**config.mk**
```make
export PLATFORM = sky130hd
export DESIGN_NAME = occupancy_map_high_water_tracker_top
export DESIGN_NICKNAME = d
export VERILOG_FILES = /design/src/hw/rtl/omhw_pkg.sv /design/src/hw/rtl/omhw_ram.sv /design/src/hw/rtl/omhw_ctrl.sv /design/src/hw/rtl/occupancy_map_high_water_tracker_top.sv
export SDC_FILE = /design/constraint.sdc
export NUM_CORES = 2
export LEC_CHECK = 0
export BUFFER_PORTS_ARGS = -buffer_cell sky130_fd_sc_hd__buf_2
export CAP_MARGIN = 10
export CORE_MARGIN = 4
export CORE_UTILIZATION = 47
export CTS_CLUSTER_DIAMETER = 150
export CTS_CLUSTER_SIZE = 12
export DETAILED_ROUTE_END_ITERATION = 8
export SLEW_MARGIN = 30
export SYNTH_ARGS = -nofsm -noshare
export SYNTH_HDL_FRONTEND = slang
export SYNTH_SLANG_ARGS = --single-unit
```
**constraint.sdc**
```tcl
create_clock -name clk -period 14 [get_ports clk]
set_clock_uncertainty 0.05 [all_clocks]
set_input_delay 0 -clock clk [delete_from_list [all_inputs] [get_ports clk]]
set_output_delay 0 -clock clk [all_outputs]
set_load 0.005 [all_outputs]
```
**src/hw/rtl/omhw_pkg.sv**
```systemverilog
// Shared package of the occupancy map high-water tracker.
// Holds codes, fixed field widths and helper functions; depends on nothing.
package omhw_pkg;

  localparam int NUM_SLOTS_DEF = 1024;
  localparam int SLOT_W        = 10;
  localparam int CNT_W         = 11;
  localparam int WORD_W        = 32;
  localparam int BIT_W         = 5;
  localparam int MAX_SLOTS     = 1 << SLOT_W;

  typedef enum logic {
    CMD_INSERT = 1'b0,
    CMD_REMOVE = 1'b1
  } cmd_t;

  typedef enum logic [1:0] {
    ST_OK        = 2'd0,
    ST_DUP_INS   = 2'd1,
    ST_FREE_REM  = 2'd2
  } status_t;

  // Smallest power of two at or above x, for x up to 1024; zero maps to zero.
  function automatic logic [CNT_W-1:0] pow2_ceil(input logic [CNT_W-1:0] x);
    logic [CNT_W-1:0] y;
    logic [3:0]       p;
    y = x - CNT_W'(1);
    p = 4'd0;
    for (int i = 0; i < CNT_W - 1; i++) begin
      if (y[i]) begin
        p = 4'(i + 1);
      end
    end
    if (x == '0) begin
      return '0;
    end
    return CNT_W'(1) << p;
  endfunction

  // Position of the highest set bit of a word; zero when the word is empty.
  function automatic logic [BIT_W-1:0] hi_bit(input logic [WORD_W-1:0] w);
    logic [BIT_W-1:0] p;
    p = '0;
    for (int i = 0; i < WORD_W; i++) begin
      if (w[i]) begin
        p = BIT_W'(i);
      end
    end
    return p;
  endfunction

endpackage

```
**src/hw/rtl/omhw_ram.sv**
```systemverilog
// Generic single-clock RAM with one write port and one registered read port.
// Stand-alone; used for the occupancy words.
module omhw_ram #(
  parameter int WIDTH = 32,
  parameter int DEPTH = 32,
  parameter int AW    = (DEPTH > 1) ? $clog2(DEPTH) : 1
) (
  input  logic             clk,
  input  logic             wr_en,
  input  logic [AW-1:0]    wr_addr,
  input  logic [WIDTH-1:0] wr_data,
  input  logic [AW-1:0]    rd_addr,
  output logic [WIDTH-1:0] rd_data
);

  logic [WIDTH-1:0] mem [DEPTH];
  logic [WIDTH-1:0] rd_data_r;

  always_ff @(posedge clk) begin
    if (wr_en) begin
      mem[wr_addr] <= wr_data;
    end
    rd_data_r <= mem[rd_addr];
  end

  assign rd_data = rd_data_r;

endmodule

```
**src/hw/rtl/omhw_ctrl.sv**
```systemverilog
// Read-modify-write sequencer of the occupancy tracker: word valid flags,
// counters, downward scan and the output register. Depends on omhw_pkg.
module omhw_ctrl #(
  parameter int NUM_SLOTS = omhw_pkg::NUM_SLOTS_DEF,
  parameter int EFF_SLOTS = (NUM_SLOTS < omhw_pkg::MAX_SLOTS) ? NUM_SLOTS
                                                              : omhw_pkg::MAX_SLOTS,
  parameter int NUM_WORDS = (EFF_SLOTS + omhw_pkg::WORD_W - 1) / omhw_pkg::WORD_W,
  parameter int AW        = (NUM_WORDS > 1) ? $clog2(NUM_WORDS) : 1
) (
  input  logic                          clk,
  input  logic                          rst_n,
  input  logic                          in_tvalid,
  output logic                          in_tready,
  input  logic [15:0]                   in_tdata,
  input  logic [0:0]                    in_tuser,
  output logic                          out_tvalid,
  input  logic                          out_tready,
  output logic [39:0]                   out_tdata,
  output logic [1:0]                    out_tuser,
  output logic                          ram_wr_en,
  output logic [AW-1:0]                 ram_wr_addr,
  output logic [omhw_pkg::WORD_W-1:0]   ram_wr_data,
  output logic [AW-1:0]                 ram_rd_addr,
  input  logic [omhw_pkg::WORD_W-1:0]   ram_rd_data
);

  localparam int CW = omhw_pkg::CNT_W;
  localparam int WW = omhw_pkg::WORD_W;

  typedef enum logic [3:0] {
    S_IDLE = 4'b0001,
    S_MOD  = 4'b0010,
    S_SCAN = 4'b0100,
    S_FIN  = 4'b1000
  } state_t;

  state_t                       state_r, state_nxt;
  logic [omhw_pkg::SLOT_W-1:0]  id_r, id_nxt;
  omhw_pkg::cmd_t               cmd_r, cmd_nxt;
  logic [CW-1:0]                cnt_r, cnt_nxt;
  logic [CW-1:0]                top_r, top_nxt;
  logic [CW-1:0]                cap_r, cap_nxt;
  omhw_pkg::status_t            status_r, status_nxt;
  logic                         chk_r, chk_nxt;
  logic [AW-1:0]                addr_r, addr_nxt;
  logic [NUM_WORDS-1:0]         vld_r, vld_nxt;
  logic                         rvld_r;
  logic                         out_valid_r, out_valid_nxt;
  logic [39:0]                  out_data_r, out_data_nxt;
  logic [1:0]                   out_user_r, out_user_nxt;

  logic [omhw_pkg::SLOT_W-1:0]  in_id;
  logic [AW-1:0]                id_word;
  logic [omhw_pkg::BIT_W-1:0]   id_bit;
  logic [WW-1:0]                word;
  logic [WW-1:0]                bit_mask;
  logic                         id_exists;
  logic [CW-1:0]                id_plus1;
  logic [CW-1:0]                scan_top;
  logic                         load_out;

  assign in_id    = in_tdata[omhw_pkg::SLOT_W-1:0];
  assign id_word  = AW'(id_r[omhw_pkg::SLOT_W-1:omhw_pkg::BIT_W]);
  assign id_bit   = id_r[omhw_pkg::BIT_W-1:0];
  assign word     = rvld_r ? ram_rd_data : '0;
  assign bit_mask = WW'(1) << id_bit;
  assign id_exists = (32'(id_r) < NUM_SLOTS);
  assign id_plus1 = CW'(id_r) + CW'(1);

  always_comb begin
    logic [AW-1:0] scan_addr;
    scan_addr = (state_r == S_MOD) ? id_word : addr_r;
    scan_top  = CW'({scan_addr, omhw_pkg::hi_bit(word & ~((state_r == S_MOD) ? bit_mask
                                                                          : '0))})
                + CW'(1);
  end

  assign in_tready  = (state_r == S_IDLE);
  assign load_out   = (state_r == S_FIN) && (!out_valid_r || out_tready);
  assign out_tvalid = out_valid_r;
  assign out_tdata  = out_data_r;
  assign out_tuser  = out_user_r;

  always_comb begin
    logic [WW-1:0] new_word;
    state_nxt     = state_r;
    id_nxt        = id_r;
    cmd_nxt       = cmd_r;
    cnt_nxt       = cnt_r;
    top_nxt       = top_r;
    cap_nxt       = cap_r;
    status_nxt    = status_r;
    chk_nxt       = chk_r;
    addr_nxt      = addr_r;
    vld_nxt       = vld_r;
    out_valid_nxt = out_valid_r;
    out_data_nxt  = out_data_r;
    out_user_nxt  = out_user_r;
    ram_wr_en     = 1'b0;
    ram_wr_addr   = id_word;
    new_word      = word;
    ram_rd_addr   = AW'(in_id[omhw_pkg::SLOT_W-1:omhw_pkg::BIT_W]);

    if (out_valid_r && out_tready) begin
      out_valid_nxt = 1'b0;
    end

    unique case (state_r)
      S_IDLE: begin
        if (in_tvalid) begin
          id_nxt    = in_id;
          cmd_nxt   = omhw_pkg::cmd_t'(in_tuser[0]);
          chk_nxt   = 1'b0;
          state_nxt = S_MOD;
        end
      end
      S_MOD: begin
        state_nxt = S_FIN;
        if (cmd_r == omhw_pkg::CMD_INSERT) begin
          new_word = word | bit_mask;
          if (!id_exists || ((word & bit_mask) != '0)) begin
            status_nxt = omhw_pkg::ST_DUP_INS;
          end else begin
            status_nxt = omhw_pkg::ST_OK;
            ram_wr_en  = 1'b1;
            vld_nxt[id_word] = 1'b1;
            cnt_nxt    = cnt_r + CW'(1);
            if (CW'(id_r) >= cap_r) begin
              cap_nxt = omhw_pkg::pow2_ceil(id_plus1);
            end
            if (CW'(id_r) >= top_r) begin
              top_nxt = id_plus1;
            end
          end
        end else begin
          new_word = word & ~bit_mask;
          if (!id_exists || (CW'(id_r) >= cap_r) || ((word & bit_mask) == '0)) begin
            status_nxt = omhw_pkg::ST_FREE_REM;
          end else begin
            status_nxt = omhw_pkg::ST_OK;
            ram_wr_en  = 1'b1;
            vld_nxt[id_word] = 1'b1;
            cnt_nxt    = cnt_r - CW'(1);
            if (id_plus1 == top_r) begin
              chk_nxt = 1'b1;
              if (new_word != '0) begin
                top_nxt = scan_top;
              end else if (id_word == '0) begin
                top_nxt = '0;
              end else begin
                addr_nxt    = id_word - AW'(1);
                ram_rd_addr = id_word - AW'(1);
                state_nxt   = S_SCAN;
              end
            end
          end
        end
      end
      S_SCAN: begin
        if (word != '0) begin
          top_nxt   = scan_top;
          state_nxt = S_FIN;
        end else if (addr_r == '0) begin
          top_nxt   = '0;
          state_nxt = S_FIN;
        end else begin
          addr_nxt    = addr_r - AW'(1);
          ram_rd_addr = addr_r - AW'(1);
        end
      end
      S_FIN: begin
        if (load_out) begin
          if (chk_r && (top_r <= (cap_r >> 1))) begin
            cap_nxt = omhw_pkg::pow2_ceil(top_r);
          end
          out_valid_nxt = 1'b1;
          out_data_nxt  = {7'd0, cap_nxt, top_r, cnt_r};
          out_user_nxt  = status_r;
          state_nxt     = S_IDLE;
        end
      end
      default: begin
        state_nxt = S_IDLE;
      end
    endcase
    ram_wr_data = new_word;
  end

  always_ff @(posedge clk) begin
    if (!rst_n) begin
      state_r     <= S_IDLE;
      cnt_r       <= '0;
      top_r       <= '0;
      cap_r       <= '0;
      vld_r       <= '0;
      out_valid_r <= 1'b0;
      chk_r       <= 1'b0;
      rvld_r      <= 1'b0;
    end else begin
      state_r     <= state_nxt;
      cnt_r       <= cnt_nxt;
      top_r       <= top_nxt;
      cap_r       <= cap_nxt;
      vld_r       <= vld_nxt;
      out_valid_r <= out_valid_nxt;
      chk_r       <= chk_nxt;
      rvld_r      <= vld_r[ram_rd_addr];
    end
  end

  always_ff @(posedge clk) begin
    id_r       <= id_nxt;
    cmd_r      <= cmd_nxt;
    status_r   <= status_nxt;
    addr_r     <= addr_nxt;
    out_data_r <= out_data_nxt;
    out_user_r <= out_user_nxt;
  end

endmodule

```
**src/hw/rtl/occupancy_map_high_water_tracker_top.sv**
```systemverilog
// Top level of the occupancy map high-water tracker.
// Instantiates omhw_ram and omhw_ctrl; depends on omhw_pkg.
//
// Each input transfer inserts (tuser 0) or removes (tuser 1) one slot and
// yields exactly one result transfer with the occupied count, the high-water
// offset, the power-of-two capacity and a status code. The occupancy bits sit
// in a RAM of 32-bit words with a registered read. An item goes through
// accept, read-modify-write and a result load that waits for a free output
// register; a remove of the top slot that empties its word scans lower words
// downward, up to NUM_WORDS - 1. The next item is accepted once the result is
// loaded into the output register. The map is empty right after reset, since
// a valid flag per word, cleared by reset, makes unwritten words read zero.
module occupancy_map_high_water_tracker_top #(
  parameter int NUM_SLOTS = omhw_pkg::NUM_SLOTS_DEF
) (
  input  logic        clk,
  input  logic        rst_n,
  input  logic        in_tvalid,
  output logic        in_tready,
  input  logic [15:0] in_tdata,   // [9:0] slot_id, rest zero
  input  logic [0:0]  in_tuser,   // [0] command
  output logic        out_tvalid,
  input  logic        out_tready,
  output logic [39:0] out_tdata,  // [10:0] occupied_count, [21:11] high_water,
                                  // [32:22] capacity, rest zero
  output logic [1:0]  out_tuser   // [1:0] status
);

  localparam int EFF_SLOTS = (NUM_SLOTS < omhw_pkg::MAX_SLOTS) ? NUM_SLOTS
                                                               : omhw_pkg::MAX_SLOTS;
  localparam int NUM_WORDS = (EFF_SLOTS + omhw_pkg::WORD_W - 1) / omhw_pkg::WORD_W;
  localparam int AW        = (NUM_WORDS > 1) ? $clog2(NUM_WORDS) : 1;

  logic                        ram_wr_en;
  logic [AW-1:0]               ram_wr_addr;
  logic [omhw_pkg::WORD_W-1:0] ram_wr_data;
  logic [AW-1:0]               ram_rd_addr;
  logic [omhw_pkg::WORD_W-1:0] ram_rd_data;

  omhw_ram #(
    .WIDTH (omhw_pkg::WORD_W),
    .DEPTH (NUM_WORDS),
    .AW    (AW)
  ) u_ram (
    .clk     (clk),
    .wr_en   (ram_wr_en),
    .wr_addr (ram_wr_addr),
    .wr_data (ram_wr_data),
    .rd_addr (ram_rd_addr),
    .rd_data (ram_rd_data)
  );

  omhw_ctrl #(
    .NUM_SLOTS (NUM_SLOTS),
    .EFF_SLOTS (EFF_SLOTS),
    .NUM_WORDS (NUM_WORDS),
    .AW        (AW)
  ) u_ctrl (
    .clk         (clk),
    .rst_n       (rst_n),
    .in_tvalid   (in_tvalid),
    .in_tready   (in_tready),
    .in_tdata    (in_tdata),
    .in_tuser    (in_tuser),
    .out_tvalid  (out_tvalid),
    .out_tready  (out_tready),
    .out_tdata   (out_tdata),
    .out_tuser   (out_tuser),
    .ram_wr_en   (ram_wr_en),
    .ram_wr_addr (ram_wr_addr),
    .ram_wr_data (ram_wr_data),
    .ram_rd_addr (ram_rd_addr),
    .ram_rd_data (ram_rd_data)
  );

endmodule

```
Word-level counts from Yosys, hierarchy flattened
Memories as Yosys holds them, arrays and structs flattened. A register that Yosys moved wholly into a read port is not among the register bits.
Cells that the tools add are included.
Storage, ports and cells
  bits of input ports: 21
  memory bits (writable): 1024
  latch bits: 0
  memories kept: 1
  bits in registers: 125
  bits in read-only memories: 0
  output and inout bits: 44
Cells by class
  reductions and logical operators: 26
  equal/unequal tests: 25
  shift-type cells: 3
  muxes and demuxes: 145
  multipliers: 0
  magnitude comparators: 6
  divide/modulo/power cells: 0
  add/sub/neg operators: 8
  bitwise gates (word level): 7
Memories
  u_ram.mem: words 32, bits a word 32, read ports 1, clocked after memory_dff 1, write ports 1, RTL line omhw_ram.sv:16  | logic [WIDTH-1:0] mem [DEPTH];
Operators with widths (number)
  $mux 11: 21
  $mux 5: 45
  $mux 32: 7
  $and 32x32->32: 3
  $reduce_bool 32->1: 3
  $mux 4: 22
  $not 32->32: 2
  $or 32x32->32: 2
  $pmux 11 s2: 2
  $logic_not 32->1: 1
  $shl 1x5->32 const A: 1
  $mux 1: 28
  $mux 3: 8
  $add 10x1->11 const B: 2
  $ge 10x11->1: 2
  $logic_not 11->1: 2
  $ne 2x2->1 const B: 11
  $shl 1x4->11 const A: 2
  $pmux 5 s2: 2
  $sub 10x1->10 const B: 2
  $pmux 4 s4: 1
  $lt 5x6->1 const B: 2
  $mux 2: 6
  $add 11x1->11 const B: 1
  other kinds (27): 42

Logic depth before layout (Yosys ltp)
  depth after elaboration: 41
  depth in mapped cells: 22
  depth with buffers taken out: 19

Hierarchy
Synthesis repeated with hierarchy kept, for this count alone.
Unflattened totals
  cells, all modules: 3486
  area, all modules: 50280.7 µm²
Modules (own cells, without submodules)
  omhw_ram: instances 1, seq. area each 31390.1 µm², area an instance 40492.6 µm², cells each 2260
  omhw_ctrl: instances 1, seq. area each 3032.9 µm², area an instance 9788.1 µm², cells each 1226

Worst setup path after synthesis
No wires, ideal clock.
  kind: register to register
  start point: register u_ctrl.id_r[2] (netlist name)
  end point: memory u_ram.mem[13][0], enable pin
  library setup time: 463 ps
  arrival: 4903 ps
  period minus slack after synthesis: 5416 ps
  stages on the path, launching flop included: 16
  path buffers: 4
  path slack: 8584 ps
  cell sequence: edfxtp_1 > buf_2 > buf_2 > inv_1 > ha_1 > clkbuf_1 > nand2b_1 > o32ai_1 > a311oi_1 > and3_1 > buf_2 > nor3_1 > a21oi_1 > nor2_1 > nand2_1 > nor3_1
Between the ends
  longest elaborated chain between the ends: 9
  elaborated cells between the ends (all ways): 12
  those cells by class: 1 x order compare; 1 x shift; 6 x mux; 1 x bitwise; 3 x reduce/logical
Ends and longest elaborated chain
  from (decl): RTL line omhw_ctrl.sv:38  | logic [omhw_pkg::SLOT_W-1:0] id_r, id_nxt;
  from (signal assigned): RTL line omhw_ctrl.sv:212  | id_r <= id_nxt;
  parallel branches: the longest is 5 deep, another holds $ge 10x11->1
  $mux 1 *: RTL line omhw_ctrl.sv:119  | if (cmd_r == omhw_pkg::CMD_INSERT) begin
  $mux 1 *: RTL line omhw_ctrl.sv:108  | unique case (state_r)
  $mux 1 *: RTL line omhw_ram.sv:20  | if (wr_en) begin
  $mux 1 (not written as such) *: RTL line omhw_ram.sv:21  | mem[wr_addr] <= wr_data;
  to (decl): RTL line omhw_ram.sv:16
Every way passes the cells marked *.

Worst setup path after layout
  start point: register u_ctrl.id_r[0] (netlist name)
  end point: register u_ram.rd_data_r[13], in the netlist u_ram.rd_data[13] (read register of u_ram.mem)
Between the ends
  longest elaborated chain between the ends: 9
  elaborated cells between the ends (all ways): 15
  those cells by class: 1 x add/sub; 1 x order compare; 1 x eq/ne; 1 x shift; 5 x mux; 3 x bitwise; 3 x reduce/logical
Ends and longest elaborated chain
  parallel branches: the longest is 6 deep, another holds $add 10x1->11
  $mux 5 *: RTL line omhw_ctrl.sv:137  | if (!id_exists || (CW'(id_r) >= cap_r) || ((word & bit_mask) == '0)) begin
  $mux 5 *: RTL line omhw_ctrl.sv:119
  $pmux 5 s2 *: RTL line omhw_ctrl.sv:108
  to (decl): RTL line omhw_ram.sv:17  | logic [WIDTH-1:0] rd_data_r;
Marked as above.
A chain may end at the register's enable or synchronous reset.

==> flow_summary.toml <==
[global_route]
grtUsageTotal_pct = 24.4
antenna_found_initial = 1
overflow = 0
grt_pass1_wl_um = 202000
grt_max_degree = 92
grt_pass1_vias = 29489

[floorplanning]
start_util_pct = 47.5
core_area_sq_um = 106000
die_x_um = 335
row_count = 119
io_pins = 65
dieArea_sq_um = 112000
die_h_um = 335

[drt]
viasPerCell = 5.95
routed_wl_um = 140000
wl_per_cell_um = 26.3
drtPass1Iterations = 6
highest_layer = "met4"
wl_met2_um = 64400
dr_wl_met3_um = 10100
ant_nets = 0
drtIter0Drc = 3536
drc = 0
m1WireLength_um = 60500
vias = 31608

[status]
status = "finished clean"

[sta]
min_period_ps = 7480
hold_slack_ps = 28.7
rsz0062_at_grt = "no"
maxSlewHeadroom_pct = 33.2
tightest_slew_ps = 999
worst_slack_ps = 6520
hold_violations = 0
setup_viol = 0
finalSetupTns_ps = 0
period_share_pct = 53.4
clock.fmax_ghz = 0.134
maxSlewViolCount = 0

[worst_hold_path]
hold_class = "in -> reg"

[setup_path]
slowest_delay_ps = 760
cp_common_cell = "buf_4"
cpMaxStageDelayCell = "buf_4"
worst_ep_required_time_ps = 14450
path_buf_inv = 3
critical_path_class = "reg -> reg"
startpoint_type = "register"
crit_family = "simple AND/OR/NAND/NOR gates"
cp_cell_sequence = "inv_1 -> ha_1 -> nand2_1 -> nor3_1 -> o41ai_1 -> and3_1 -> nor3b_2 -> a31oi_2 -> a21oi_4 -> buf_4 -> buf_4 -> mux2i_1 -> a22oi_1 -> nand4_1 -> nor4_1"
crit_arrival_ps = 7920
setup.worst_path.end_class = "register"
crit_fanout = 73

[clock_network]
post_cts_resized = 0
cts_made_buffers = 108
cts-root-buf = "clkbuf_16"
worstSkewPairLatency_ps = 710
clk_pin_slew_ps = 80
cts_sinks = 1181
htreeDepth = 3
cts.path.max_buffers = 3
tritoncts = "built"

[power_and_ir_drop]
peakVddDrop_mv = 0.108
total_power_mw = 7.38
leakagePower_nw = 18.9
power_density_nw_per_um2 = 132

[finish]
fillers = 8734
diodes = 0
drive_gt1_share_pct = 13.3
stdcell_count = 5309
area_delta_synth_final_pct = 11.4
final_nets = 3911

[yosys]
yosysWarnings = 0
ys_types = 85
synth_area_per_cell_sq_um = 13.3
synth.cell_area_sq_um = 50100
async_flop_share_pct = 0
yosysSeqAreaShare_pct = 68.7
ys_seq_elements = 1181
synthCells = 3767
synth_flop_cell = "edfxtp_1"
synth_edf_count = 1077

[place]
dp_slack_ps = 6730
dpl.cell_count = 5092
gp_congestion = 0.938
io_buffers = 51
dp_hpwl_um = 78700

[run]
maxCapViolations = 0
## cells in the mapped netlist (all sizes together), types with 35 or more instances
master	count	area share, %
o21ai	103	1.0
edfxtp	1077	65
a2bb2oi	35	0.61
nor4	50	0.62
ha	56	1.4
mux2	140	3.1
nand4	76	0.95
nand3	260	2.6
mux2i	195	3.9
a22oi	41	0.61
nand2	564	4.2
clkbuf	139	1.0
a21oi	135	1.3
dfxtp	104	4.2
inv	55	0.41
nor2	212	1.6
o22ai	43	0.54
buf	87	1.1
## metrics by stage
stage / area [sq um] / utilization [%]
global route: 55800 / 52.9
finish: 55800 / 52.9
global placement: 52300 / 49.5
CTS: 55800 / 52.9
floorplan: 50200 / -
detailed placement: 52400 / 49.7
## cell usage in the layout (no fill, tap or decap), types with 51 or more instances in the layout
| master | Yosys | final |
|---|---|---|
| nand2_1 | 564 | 562 |
| nand4_1 | 76 | 76 |
| ha_1 | 56 | 56 |
| edfxtp_1 | 1077 | 1077 |
| clkbuf_16 | 0 | 112 |
| mux2_2 | 140 | 140 |
| nor2_1 | 212 | 191 |
| buf_2 | 31 | 51 |
| o21ai_0 | 102 | 80 |
| nand3_1 | 260 | 259 |
| clkbuf_1 | 139 | 79 |
| dfxtp_1 | 104 | 104 |
| buf_4 | 17 | 98 |
| inv_1 | 55 | 55 |
| a21oi_1 | 135 | 134 |
| mux2i_1 | 195 | 194 |
## layer usage
layer | up-vias | GRT usage [%]
met2 | 1219 | 38.6
met1 | 15796 | 34.8
met4 | 0 | 8.04
met5 | - | 0
met3 | 254 | 3.96
li1 | 14339 | -
## worst reg2reg max path: cells and delay by family, from the launching register on
kind            cells  cell delay (ps)
buf+inv             3             1790
mux                 1              190
fa+ha+maj           1              570
simple gates        6             2970
compound gates      4             1150
flops               1              530
## kinds of logic (layout without fill, tap and decap cells)
kind of cell	count (synthesis)	in the layout	share of synthesized area (%)
buffers and inverters	282	427	2.57
adder cells (fa/ha/maj)	57	57	1.44
XOR/XNOR	41	41	0.744
flip-flops	1181	1181	68.7
AND/OR/NAND/NOR	1314	1314	12.1
other	1	7	0.00748
multiplexers	337	337	7.13
AO/OA/AOI/OAI	554	554	7.38
## final cells by class
cell class	count	area [sq um]	area share (%)
tap	1391	1740	3.12
multi-input combinational	2310	15000	26.9
clock inverter	4	56.3	0.101
sequential	1181	34400	61.7
timing repair buffer	176	1280	2.30
clock buffer	191	3100	5.55
inverter	56	210	0.376
## report_power, final
part           internal [mW]  leakage [nW]  switching [mW]
Combinational          0.220          6.72           0.444
Sequential              3.92          10.7          0.0664
Clock                   1.49          1.50            1.24
Total                   5.63          18.9            1.75
## worst paths after layout
kind / endpoint / slack, ps / from / depth (start not counted)
max: u_ram.rd_data[13]$_DFF_P_ / 6520 / u_ctrl.id_r[0]$_DFFE_PP_ / 15
min: u_ctrl.id_r[9]$_DFFE_PP_ / 30 / in_tdata[9] / 2
max reg2reg: u_ram.rd_data[13]$_DFF_P_ / 6520 / u_ctrl.id_r[0]$_DFFE_PP_ / 15
min reg2reg: u_ctrl.out_tuser[0]$_DFFE_PP_ / 370 / u_ctrl.status_r[0]$_SDFFCE_PP0P_ / 0
## sequential cells by signal, summed over array words and instances, names as in the netlist
register,count
u_ram.mem,1024
u_ctrl.out_tdata,33
u_ctrl.vld_r,32
u_ram.rd_data,32
u_ctrl.cap_r,11
u_ctrl.cnt_r,11
u_ctrl.top_r,11
u_ctrl.id_r,10
u_ctrl.addr_r,5
u_ctrl.state_r,4
u_ctrl.out_tuser,2
u_ctrl.status_r,2
u_ctrl.chk_r,1
u_ctrl.cmd_r,1
u_ctrl.out_tvalid,1
u_ctrl.rvld_r,1
## repair_timing
| item | in CTS | in global routing |
|---|---|---|
| setup buffers | 0 | 0 |
| hold endpoints to repair | 55 | 0 |
| hold buffers | 22 | 0 |
Note: power is estimated with default switching activity, not from simulation.
